--- config.mk ---
export PLATFORM = sky130hd
export DESIGN_NAME = doubly_linked_list_manager_flat
export DESIGN_NICKNAME = d
export VERILOG_FILES = /design/src/rtl/dllm_pkg.sv /design/src/rtl/dllm_in_if.sv /design/src/rtl/dllm_out_if.sv /design/src/rtl/dllm_ram.sv /design/src/rtl/doubly_linked_list_manager.sv /design/src/flat_wrapper.sv
export SDC_FILE = /design/constraint.sdc
export NUM_CORES = 1
export LEC_CHECK = 0
export BUFFER_PORTS_ARGS = -buffer_cell sky130_fd_sc_hd__buf_2
export CORE_MARGIN = 4
export CORE_UTILIZATION = 41
export DETAILED_ROUTE_END_ITERATION = 7
export PLACE_DENSITY = 0.67
export SLEW_MARGIN = 20
export SYNTH_ARGS = -nofsm -noshare
export SYNTH_HDL_FRONTEND = slang
export SYNTH_SLANG_ARGS = --single-unit
--- constraint.sdc ---
create_clock -name clk_i -period 5 [get_ports clk_i]
set_input_delay 0.5 -clock clk_i [delete_from_list [all_inputs] [get_ports clk_i]]
set_output_delay 0.5 -clock clk_i [all_outputs]
set_load 0.01 [all_outputs]
--- src/rtl/dllm_pkg.sv ---
`default_nettype none

package dllm_pkg;

  // widths of the item fields
  localparam int unsigned CMD_W  = 4;
  localparam int unsigned LIST_W = 2;
  localparam int unsigned NODE_W = 6;

  // command codes
  typedef enum logic [CMD_W-1:0] {
    CMD_CLEAR    = 4'd0,
    CMD_ADD_TAIL = 4'd1,
    CMD_ADD_HEAD = 4'd2,
    CMD_INSERT   = 4'd3,
    CMD_REM_HEAD = 4'd4,
    CMD_REMOVE   = 4'd5,
    CMD_HEAD     = 4'd6,
    CMD_TAIL     = 4'd7,
    CMD_SUCC     = 4'd8,
    CMD_PRED     = 4'd9
  } cmd_e;

  // sequencer states
  typedef enum logic [2:0] {
    ST_IDLE,
    ST_READ,
    ST_LINK,
    ST_UNLINK,
    ST_DETACH,
    ST_DONE
  } state_e;

endpackage

`default_nettype wire

--- src/rtl/dllm_in_if.sv ---
`default_nettype none

interface dllm_in_if;
  logic                         valid;
  logic                         ready;
  logic [dllm_pkg::CMD_W-1:0]   cmd;
  logic [dllm_pkg::LIST_W-1:0]  list_id;
  logic [dllm_pkg::NODE_W-1:0]  node;
  logic [dllm_pkg::NODE_W-1:0]  after_node;
  logic                         at_list_start;

  modport source (
    output valid, cmd, list_id, node, after_node, at_list_start,
    input  ready
  );

  modport sink (
    input  valid, cmd, list_id, node, after_node, at_list_start,
    output ready
  );
endinterface

`default_nettype wire

--- src/rtl/dllm_out_if.sv ---
`default_nettype none

interface dllm_out_if;
  logic                         valid;
  logic                         ready;
  logic [dllm_pkg::NODE_W-1:0]  result_node;
  logic                         result_none;

  modport source (
    output valid, result_node, result_none,
    input  ready
  );

  modport sink (
    input  valid, result_node, result_none,
    output ready
  );
endinterface

`default_nettype wire

--- src/rtl/dllm_ram.sv ---
`default_nettype none

module dllm_ram #(
  parameter int unsigned WIDTH = 8,
  parameter int unsigned DEPTH = 16,
  localparam int unsigned AW = (DEPTH > 1) ? $clog2(DEPTH) : 1
) (
  input  wire logic             clk_i,
  input  wire logic             we_i,
  input  wire logic [AW-1:0]    waddr_i,
  input  wire logic [WIDTH-1:0] wdata_i,
  input  wire logic [AW-1:0]    raddr_i,
  output logic      [WIDTH-1:0] rdata_o
);

  logic [WIDTH-1:0] mem_q [DEPTH];
  logic [WIDTH-1:0] rdata_q;

  // one write port, registered read port
  always_ff @(posedge clk_i) begin
    if (we_i) begin
      mem_q[waddr_i] <= wdata_i;
    end
    rdata_q <= mem_q[raddr_i];
  end

  assign rdata_o = rdata_q;

endmodule

`default_nettype wire

--- src/rtl/doubly_linked_list_manager.sv ---
`default_nettype none

// Doubly linked lists over a shared pool of NODES nodes, LISTS lists. A link
// value below NODES names a node, NODES+L names the sentinel of list L, and
// NODES+LISTS marks a detached node. Successor links and list heads live in
// one synchronous RAM, predecessor links and list tails in a second, so a
// sentinel is simply an extra RAM entry. Each command is a short sequence of
// reads and writes, one read and one write per RAM per cycle with a registered
// read, and an item is taken only while the sequencer is idle. Clear and
// rejected commands go straight to the done state; head/tail/succ/pred and
// rem_head on an empty list read, add_tail/add_head/insert_after read then
// link, remove unlinks then detaches, rem_head of a node reads, unlinks,
// detaches; the dependent read and one write port per RAM set each sequence.
// A result waiting in the output register holds the following item in its
// done state, so the input stalls until the waiting result is taken.
// List heads and tails read as empty from reset and after a clear through
// per-list valid flags, so no clearing pass runs after reset.
module doubly_linked_list_manager #(
  parameter int unsigned NODES = 64,
  parameter int unsigned LISTS = 4
) (
  input  wire logic   clk_i,
  input  wire logic   rst_ni,
  dllm_in_if.sink     in_i,
  dllm_out_if.source  out_o
);

  localparam int unsigned DEPTH = NODES + LISTS;
  localparam int unsigned LW    = $clog2(DEPTH + 1);
  localparam int unsigned AW    = $clog2(DEPTH);
  localparam int unsigned LIW   = (LISTS > 1) ? $clog2(LISTS) : 1;
  localparam logic [LW-1:0] DETACHED = LW'(DEPTH);

  // link value classes
  function automatic logic is_node(input logic [LW-1:0] v);
    return 32'(v) < NODES;
  endfunction

  function automatic logic is_mem(input logic [LW-1:0] v);
    return 32'(v) < DEPTH;
  endfunction

  function automatic logic is_sent(input logic [LW-1:0] v);
    return (32'(v) >= NODES) && (32'(v) < DEPTH);
  endfunction

  function automatic logic [LIW-1:0] sent_idx(input logic [LW-1:0] v);
    return LIW'(32'(v) - NODES);
  endfunction

  dllm_pkg::state_e state_q, state_d;
  dllm_pkg::cmd_e   cmd_q, cmd_d, in_cmd;

  logic [LW-1:0] n_q, n_d, s_q, s_d, l_q, l_d, tmp_q, tmp_d;
  logic [LW-1:0] rd_addr_q, rd_addr_d;
  logic [dllm_pkg::NODE_W-1:0] res_q, res_d, out_node_q;
  logic res_none_q, res_none_d, out_none_q, out_valid_q;
  logic [LISTS-1:0] nvld_q, pvld_q;

  logic in_acc, lok, nok, aok, in_go, out_free, clr_en;
  logic [LW-1:0] n_in, s_in, l_in;
  logic [LIW-1:0] clr_idx, rd_idx;
  logic rd_sent;
  logic [LW-1:0] n_rdata, p_rdata, rn, rp;

  logic          n_we, p_we;
  logic [LW-1:0] n_waddr, n_wdata, p_waddr, p_wdata;

  // input decode
  assign in_i.ready = (state_q == dllm_pkg::ST_IDLE);
  assign in_acc     = in_i.valid && in_i.ready;
  assign in_cmd     = dllm_pkg::cmd_e'(in_i.cmd);
  assign lok        = 32'(in_i.list_id) < LISTS;
  assign nok        = 32'(in_i.node) < NODES;
  assign aok        = 32'(in_i.after_node) < NODES;
  assign n_in       = LW'(in_i.node);
  assign s_in       = LW'(NODES + 32'(in_i.list_id));
  assign l_in       = in_i.at_list_start ? s_in : LW'(in_i.after_node);
  assign clr_idx    = LIW'(in_i.list_id);
  assign out_free   = !out_valid_q || out_o.ready;

  // whether the command touches the link memories at all
  always_comb begin
    case (in_cmd)
      dllm_pkg::CMD_ADD_TAIL,
      dllm_pkg::CMD_ADD_HEAD: in_go = lok && nok;
      dllm_pkg::CMD_INSERT:   in_go = nok && (in_i.at_list_start ? lok : aok);
      dllm_pkg::CMD_REM_HEAD,
      dllm_pkg::CMD_HEAD,
      dllm_pkg::CMD_TAIL:     in_go = lok;
      dllm_pkg::CMD_REMOVE,
      dllm_pkg::CMD_SUCC,
      dllm_pkg::CMD_PRED:     in_go = nok;
      default:                in_go = 1'b0;
    endcase
  end

  // read data, with untouched sentinels reading as an empty list
  assign rd_sent = is_sent(rd_addr_q);
  assign rd_idx  = sent_idx(rd_addr_q);
  assign rn = (rd_sent && !nvld_q[rd_idx]) ? rd_addr_q : n_rdata;
  assign rp = (rd_sent && !pvld_q[rd_idx]) ? rd_addr_q : p_rdata;

  // next state
  always_comb begin
    state_d = state_q;
    case (state_q)
      dllm_pkg::ST_IDLE: begin
        if (in_acc) begin
          if (!in_go) begin
            state_d = dllm_pkg::ST_DONE;
          end else if (in_cmd == dllm_pkg::CMD_REMOVE) begin
            state_d = dllm_pkg::ST_UNLINK;
          end else begin
            state_d = dllm_pkg::ST_READ;
          end
        end
      end
      dllm_pkg::ST_READ: begin
        case (cmd_q)
          dllm_pkg::CMD_ADD_TAIL,
          dllm_pkg::CMD_ADD_HEAD,
          dllm_pkg::CMD_INSERT:   state_d = dllm_pkg::ST_LINK;
          dllm_pkg::CMD_REM_HEAD: state_d = is_node(rn) ? dllm_pkg::ST_UNLINK
                                                        : dllm_pkg::ST_DONE;
          default:                state_d = dllm_pkg::ST_DONE;
        endcase
      end
      dllm_pkg::ST_LINK:   state_d = dllm_pkg::ST_DONE;
      dllm_pkg::ST_UNLINK: state_d = dllm_pkg::ST_DETACH;
      dllm_pkg::ST_DETACH: state_d = dllm_pkg::ST_DONE;
      dllm_pkg::ST_DONE:   state_d = out_free ? dllm_pkg::ST_IDLE : dllm_pkg::ST_DONE;
      default:             state_d = dllm_pkg::ST_IDLE;
    endcase
  end

  // memory accesses and working registers
  always_comb begin
    n_we       = 1'b0;
    n_waddr    = n_q;
    n_wdata    = n_q;
    p_we       = 1'b0;
    p_waddr    = n_q;
    p_wdata    = n_q;
    rd_addr_d  = rd_addr_q;
    clr_en     = 1'b0;
    cmd_d      = cmd_q;
    n_d        = n_q;
    s_d        = s_q;
    l_d        = l_q;
    tmp_d      = tmp_q;
    res_d      = res_q;
    res_none_d = res_none_q;
    case (state_q)
      dllm_pkg::ST_IDLE: begin
        // first read goes out while the item is taken
        case (in_cmd)
          dllm_pkg::CMD_INSERT: rd_addr_d = l_in;
          dllm_pkg::CMD_REMOVE,
          dllm_pkg::CMD_SUCC,
          dllm_pkg::CMD_PRED:   rd_addr_d = n_in;
          default:              rd_addr_d = s_in;
        endcase
        if (in_acc) begin
          cmd_d      = in_cmd;
          n_d        = n_in;
          s_d        = s_in;
          l_d        = l_in;
          res_d      = '0;
          res_none_d = 1'b1;
          clr_en     = (in_cmd == dllm_pkg::CMD_CLEAR) && lok;
        end
      end
      dllm_pkg::ST_READ: begin
        case (cmd_q)
          dllm_pkg::CMD_ADD_TAIL: begin
            tmp_d   = rp;
            n_we    = 1'b1;
            n_wdata = s_q;
            p_we    = 1'b1;
            p_wdata = rp;
          end
          dllm_pkg::CMD_ADD_HEAD: begin
            tmp_d   = rn;
            n_we    = 1'b1;
            n_wdata = rn;
            p_we    = 1'b1;
            p_wdata = s_q;
          end
          dllm_pkg::CMD_INSERT: begin
            tmp_d   = rn;
            n_we    = 1'b1;
            n_wdata = rn;
            p_we    = 1'b1;
            p_wdata = l_q;
          end
          dllm_pkg::CMD_REM_HEAD: begin
            // head node becomes the node to unlink
            n_d       = rn;
            rd_addr_d = rn;
          end
          dllm_pkg::CMD_HEAD,
          dllm_pkg::CMD_SUCC: begin
            if (is_node(rn)) begin
              res_d      = dllm_pkg::NODE_W'(rn);
              res_none_d = 1'b0;
            end
          end
          dllm_pkg::CMD_TAIL,
          dllm_pkg::CMD_PRED: begin
            if (is_node(rp)) begin
              res_d      = dllm_pkg::NODE_W'(rp);
              res_none_d = 1'b0;
            end
          end
          default: begin
          end
        endcase
      end
      dllm_pkg::ST_LINK: begin
        n_we    = 1'b1;
        p_we    = 1'b1;
        n_wdata = n_q;
        p_wdata = n_q;
        case (cmd_q)
          dllm_pkg::CMD_ADD_TAIL: begin
            n_waddr = tmp_q;
            p_waddr = s_q;
          end
          dllm_pkg::CMD_ADD_HEAD: begin
            n_waddr = s_q;
            p_waddr = tmp_q;
          end
          default: begin
            // insert after self leaves the node pointing at itself
            n_waddr = l_q;
            p_waddr = (l_q == n_q) ? n_q : tmp_q;
          end
        endcase
      end
      dllm_pkg::ST_UNLINK: begin
        // neighbours point past the node
        p_we    = 1'b1;
        p_waddr = rn;
        p_wdata = rp;
        n_we    = 1'b1;
        n_waddr = rp;
        n_wdata = rn;
      end
      dllm_pkg::ST_DETACH: begin
        n_we       = 1'b1;
        n_wdata    = DETACHED;
        p_we       = 1'b1;
        p_wdata    = DETACHED;
        res_d      = dllm_pkg::NODE_W'(n_q);
        res_none_d = 1'b0;
      end
      default: begin
      end
    endcase
  end

  // link memories: successor / list head, predecessor / list tail
  dllm_ram #(
    .WIDTH (LW),
    .DEPTH (DEPTH)
  ) u_next_ram (
    .clk_i   (clk_i),
    .we_i    (n_we && is_mem(n_waddr)),
    .waddr_i (AW'(n_waddr)),
    .wdata_i (n_wdata),
    .raddr_i (AW'(rd_addr_d)),
    .rdata_o (n_rdata)
  );

  dllm_ram #(
    .WIDTH (LW),
    .DEPTH (DEPTH)
  ) u_prev_ram (
    .clk_i   (clk_i),
    .we_i    (p_we && is_mem(p_waddr)),
    .waddr_i (AW'(p_waddr)),
    .wdata_i (p_wdata),
    .raddr_i (AW'(rd_addr_d)),
    .rdata_o (p_rdata)
  );

  // control state
  always_ff @(posedge clk_i or negedge rst_ni) begin
    if (!rst_ni) begin
      state_q     <= dllm_pkg::ST_IDLE;
      out_valid_q <= 1'b0;
      nvld_q      <= '0;
      pvld_q      <= '0;
    end else begin
      state_q <= state_d;
      if ((state_q == dllm_pkg::ST_DONE) && out_free) begin
        out_valid_q <= 1'b1;
      end else if (out_o.valid && out_o.ready) begin
        out_valid_q <= 1'b0;
      end
      if (clr_en) begin
        nvld_q[clr_idx] <= 1'b0;
        pvld_q[clr_idx] <= 1'b0;
      end
      if (n_we && is_sent(n_waddr)) begin
        nvld_q[sent_idx(n_waddr)] <= 1'b1;
      end
      if (p_we && is_sent(p_waddr)) begin
        pvld_q[sent_idx(p_waddr)] <= 1'b1;
      end
    end
  end

  // working registers and output item
  always_ff @(posedge clk_i) begin
    cmd_q      <= cmd_d;
    n_q        <= n_d;
    s_q        <= s_d;
    l_q        <= l_d;
    tmp_q      <= tmp_d;
    res_q      <= res_d;
    res_none_q <= res_none_d;
    rd_addr_q  <= rd_addr_d;
    if ((state_q == dllm_pkg::ST_DONE) && out_free) begin
      out_node_q <= res_q;
      out_none_q <= res_none_q;
    end
  end

  assign out_o.valid       = out_valid_q;
  assign out_o.result_node = out_node_q;
  assign out_o.result_none = out_none_q;

  // reads that return data always hit a real RAM entry
  a_rd_in_mem: assert property (@(posedge clk_i) disable iff (!rst_ni)
    (state_q == dllm_pkg::ST_READ || state_q == dllm_pkg::ST_UNLINK)
      |-> is_mem(rd_addr_q))
    else $error("link read outside memory");

  // an accepted item always leaves idle
  a_acc_busy: assert property (@(posedge clk_i) disable iff (!rst_ni)
    in_acc |=> (state_q != dllm_pkg::ST_IDLE))
    else $error("sequencer idle after accept");

  // an unlinked node is the one returned
  a_detach_res: assert property (@(posedge clk_i) disable iff (!rst_ni)
    (state_q == dllm_pkg::ST_DETACH)
      |=> (state_q == dllm_pkg::ST_DONE) && !res_none_q
          && (res_q == dllm_pkg::NODE_W'($past(n_q))))
    else $error("detached node not returned");

  // results are only issued from the done state
  a_out_src: assert property (@(posedge clk_i) disable iff (!rst_ni)
    $rose(out_valid_q) |-> ($past(state_q) == dllm_pkg::ST_DONE))
    else $error("result issued outside done state");

  // a none result carries a zero node
  a_none_zero: assert property (@(posedge clk_i) disable iff (!rst_ni)
    (state_q == dllm_pkg::ST_DONE && res_none_q) |-> (res_q == '0))
    else $error("none result with nonzero node");

endmodule

`default_nettype wire
--- src/flat_wrapper.sv ---
// flat-port wrapper written by rule: the top's interface ports become plain ports
module doubly_linked_list_manager_flat 
#(
  parameter int unsigned NODES = 64,
  parameter int unsigned LISTS = 4
)
  (clk_i, rst_ni, in_i_valid, in_i_cmd, in_i_list_id, in_i_node, in_i_after_node, in_i_at_list_start, in_i_ready, out_o_valid, out_o_result_node, out_o_result_none, out_o_ready);
  dllm_in_if in_i_i ();
  dllm_out_if out_o_i ();
  input  wire logic clk_i;
  input  wire logic rst_ni;
  input wire logic [$bits(in_i_i.valid)-1:0] in_i_valid;
  input wire logic [$bits(in_i_i.cmd)-1:0] in_i_cmd;
  input wire logic [$bits(in_i_i.list_id)-1:0] in_i_list_id;
  input wire logic [$bits(in_i_i.node)-1:0] in_i_node;
  input wire logic [$bits(in_i_i.after_node)-1:0] in_i_after_node;
  input wire logic [$bits(in_i_i.at_list_start)-1:0] in_i_at_list_start;
  output wire logic [$bits(in_i_i.ready)-1:0] in_i_ready;
  output wire logic [$bits(out_o_i.valid)-1:0] out_o_valid;
  output wire logic [$bits(out_o_i.result_node)-1:0] out_o_result_node;
  output wire logic [$bits(out_o_i.result_none)-1:0] out_o_result_none;
  input wire logic [$bits(out_o_i.ready)-1:0] out_o_ready;
  assign in_i_i.valid = in_i_valid;
  assign in_i_i.cmd = in_i_cmd;
  assign in_i_i.list_id = in_i_list_id;
  assign in_i_i.node = in_i_node;
  assign in_i_i.after_node = in_i_after_node;
  assign in_i_i.at_list_start = in_i_at_list_start;
  assign in_i_ready = in_i_i.ready;
  assign out_o_valid = out_o_i.valid;
  assign out_o_result_node = out_o_i.result_node;
  assign out_o_result_none = out_o_i.result_none;
  assign out_o_i.ready = out_o_ready;
  doubly_linked_list_manager #(.NODES(NODES), .LISTS(LISTS)) u_core (.clk_i(clk_i), .rst_ni(rst_ni), .in_i(in_i_i), .out_o(out_o_i));
endmodule
==> out/summary.json <==
{
  "timing_hold_violations_final": 0,
  "synth_xor_xnor_area_share_pct": 0.166,
  "globalRoute.totalOverflow": 0,
  "required_ns": 5.29,
  "holdWs_ns": 0.104,
  "synth.top_cells.by_count": "sky130_fd_sc_hd__edfxtp_1 (993), sky130_fd_sc_hd__nand2_1 (277), sky130_fd_sc_hd__mux2i_1 (205)",
  "cts_resized": 0,
  "worst_clock_skew_ns": 0.0252,
  "worst_path_largest_cell_delay_ns": 0.76,
  "pin_count_of_the_biggest_net_entering_global_routing": 97,
  "synthArstFlopShare_pct": 1.17,
  "clk_transition_reported_paths_ns": 0.06,
  "fin_nets": 2873,
  "synth_top_cell_area_share_pct": 70.5,
  "critPathMaxFanout": 12,
  "antenna_cells": 0,
  "post-synth-top-count-cell": "sky130_fd_sc_hd__edfxtp_1",
  "compound_gate_portion_of_the_synthesized_area_pct": 9.16,
  "synth_warnings": 0,
  "worstHoldPathType": "input pin to register",
  "io_pins": 32,
  "avgViaCountPerCell": 5.91,
  "dp_hpwl_mm": 68.2,
  "first_global_vias": 24600,
  "number_of_vias_in_the_routed_layout": 25400,
  "final_max_slew_viol_count": 0,
  "worstMarginPinSlew_ns": 1.08,
  "numCtsBuffers": 97,
  "place_inst": 4118,
  "synth.mux.area_fraction_pct": 8.42,
  "p_per_area_nw_per_um2": 625,
  "floorplan.initialDensity_pct": 41.5,
  "buffer_ports.inserted": 31,
  "global_route_wire_length_before_repair_mm": 162,
  "dieHeight_um": 329,
  "worst_setup_path_start_kind": "register",
  "fmaxAchievable_ghz": 0.211,
  "slew_headroom_pct": 27.7,
  "gp_congestion": 0.934,
  "detail_route.iter0.violations": 3469,
  "critical-path-slowest-cell": "sky130_fd_sc_hd__nor2_1",
  "cts_tree": "yes",
  "outcome": "complete, no violations",
  "synth_top_flop_cell": "sky130_fd_sc_hd__edfxtp_1",
  "syn_area_per_cell_um2": 15.2,
  "synth_area_leaders": "sky130_fd_sc_hd__edfxtp_1 (71%), sky130_fd_sc_hd__mux2i_1 (4.9%), sky130_fd_sc_hd__nand2_1 (2.5%)",
  "drt.antenna.violating_nets": 0,
  "grt_setup_unrepaired": "false",
  "synth.distinct_cells": 85,
  "arrival_ns": 5.03,
  "finish.utilization_pct": 46.5,
  "leakage_uw": 0.0157,
  "final_min_period_over_clock_period_pct": 94.8,
  "synthSimpleGateAreaFrac_pct": 7.76,
  "cts-root-buf": "sky130_fd_sc_hd__clkbuf_16",
  "detail_route.drc_violations": 0,
  "finish.cell_count_without_fillers": 4301,
  "post_cts.repair.setup_buffers": 0,
  "area.growth.synth_to_final_pct": 12.3,
  "wl_mm": 109,
  "cts_hold_buf": 1,
  "syn_area_um2": 42300,
  "antenna_violations_before_repair": 3,
  "worst-setup-path-type": "register to register",
  "clock_latency_ns": 0.68,
  "post_route_cells_drive_above_1_share_pct": 14.3,
  "synth_adder_area_share_pct": 0,
  "global_route.usage.total_pct": 19.8,
  "coreArea_um2": 102000,
  "period_minus_slack_ns": 4.74,
  "synth_enable_flop_cells": 993,
  "cpMostUsedCell": "sky130_fd_sc_hd__mux2i_1",
  "max-vdd-ir-drop_uv": 509,
  "critical_path_cell_by_cell": "mux4_2, nor3_1, mux2i_1, mux2i_1, o21bai_1, and2_1, nand2_1, nor2_1",
  "syn_inst": 2786,
  "clock_tree.buffer_depth": 3,
  "die-area_um2": 108000,
  "synthesis.nets": 2809,
  "synth.ff_latch_count": 1026,
  "setup.worst_path.end_class": "register",
  "ctsHtreeMaxLevel": 3,
  "routedWlPerCell_um": 25.2,
  "die_w_um": 329,
  "num_rows": 117,
  "drtPass1Iterations": 8,
  "synth_sequential_area_ratio_pct": 72.2,
  "clock_sinks": 1026,
  "timing.max_cap.violations": 0,
  "combinational_family_with_the_most_area_after_synthesis": "compound AO/OA/AOI/OAI gates",
  "netlist.top_cell.by_area": "sky130_fd_sc_hd__edfxtp_1",
  "setup_viol_count_final": 0
}
power breakdown:
part / leakage, uW / total, uW / internal [uW] / switching (uW)
Sequential: 0.00931 / 12000 / 11600 / 318
Clock: 0.00150 / 7150 / 4010 / 3140
Combinational: 0.00491 / 10600 / 3060 / 7490
Total: 0.0157 / 29700 / 18700 / 10900
worst max-delay path, delay by kind of cell, from the launching register on:
| kind | cells | cell delay, ns |
|---|---|---|
| AO/OA/AOI/OAI | 1 | 0.34 |
| flip-flops | 1 | 0.68 |
| multiplexers | 3 | 1.52 |
| AND/OR/NAND/NOR | 4 | 1.81 |
final cells by class:
class,instances,area (um^2)
Multi-Input combinational cell,1571,11000
Sequential cell,1026,30500
Clock inverter,55,475
Inverter,14,61.3
Clock buffer,127,2580
Fill cell,8721,54600
Tap cell,1368,1710
Timing Repair Buffer,140,1100
placed cells by master (no fill, tap or decap), types with 15 or more instances in the layout:
cell type,netlist,layout
sky130_fd_sc_hd__nor2_1,192,189
sky130_fd_sc_hd__o22ai_1,37,32
sky130_fd_sc_hd__a211o_1,15,15
sky130_fd_sc_hd__a222oi_1,15,15
sky130_fd_sc_hd__mux2_2,50,50
sky130_fd_sc_hd__nand3_1,120,119
sky130_fd_sc_hd__mux4_2,42,42
sky130_fd_sc_hd__a21oi_1,75,75
sky130_fd_sc_hd__clkinv_2,0,20
sky130_fd_sc_hd__nor2b_1,15,15
sky130_fd_sc_hd__a32oi_1,29,29
sky130_fd_sc_hd__dfxtp_1,21,21
sky130_fd_sc_hd__o21ai_0,110,102
sky130_fd_sc_hd__clkbuf_1,91,27
sky130_fd_sc_hd__o2bb2ai_1,19,19
sky130_fd_sc_hd__o221ai_1,32,32
sky130_fd_sc_hd__o2111ai_1,17,17
sky130_fd_sc_hd__edfxtp_1,993,993
sky130_fd_sc_hd__o211ai_1,19,19
sky130_fd_sc_hd__and2_1,16,16
sky130_fd_sc_hd__mux2i_1,205,205
sky130_fd_sc_hd__nand2_1,277,277
sky130_fd_sc_hd__buf_2,41,31
sky130_fd_sc_hd__buf_4,14,98
sky130_fd_sc_hd__a31oi_1,21,21
sky130_fd_sc_hd__nor3_1,32,31
sky130_fd_sc_hd__clkbuf_16,0,98
sky130_fd_sc_hd__a221oi_1,34,34
sky130_fd_sc_hd__clkinv_1,0,20
final timing paths:
check	cells after the start	slack (ns)	startpoint	endpoint
setup / recovery	8	0.26	u_core.rd_addr_q[0]	u_core.u_next_ram.mem_q[56][2]
hold / removal	1	0.10	in_i_cmd[0]	u_core.cmd_q[0]
setup reg to reg	8	0.26	u_core.rd_addr_q[0]	u_core.u_next_ram.mem_q[56][2]
hold reg to reg	0	0.42	u_core.res_q[1]	u_core.out_o.result_node[1]
max in group asynchronous	2	4.32	rst_ni	u_core.out_o.valid
min in group asynchronous	2	0.37	rst_ni	u_core.nvld_q[0]
per-layer routing:
layer / part of all wire, % / wire length (um) / global-route usage (%) / vias up
met5: 0.022 / 24 / 0 / -
met4: 3.1 / 3370 / 6.76 / 4
met3: 9.1 / 9930 / 3.57 / 208
met2: 47 / 50500 / 31.1 / 1359
met1: 41 / 44700 / 27.9 / 12700
li1: - / - / - / 11200
through the flow:
step	cell area, um^2	setup slack, ns	setup TNS (ns)	total power, uW
floorplan	42300	-0.0124	-4.22	18500
global placement	44400	0.425	0	22500
detailed placement	44400	0.412	0	22600
CTS	47500	0.401	0	29700
global route	47500	0.0696	0	30800
finish	47500	0.262	0	29700
kinds of logic after synthesis:
kind of cell / after synthesis
buf+inv: 189
xor+xnor: 8
flops: 1026
compound gates: 538
mux: 297
simple gates: 728
registers in the layout, summed over array words and instances, names as in the netlist, 2 cells and up:
signal,flops
u_core.pvld_q,4
u_core.nvld_q,4
u_core.l_q,7
u_core.u_prev_ram.mem_q,476
u_core.u_next_ram.rdata_o,7
u_core.n_q,7
u_core.s_q,2
u_core.tmp_q,7
u_core.u_next_ram.mem_q,476
u_core.state_q,3
u_core.rd_addr_q,7
u_core.out_o.result_node,6
u_core.u_prev_ram.rdata_o,7
u_core.res_q,6
u_core.cmd_q,4
Power figures use the tool's default switching activity.
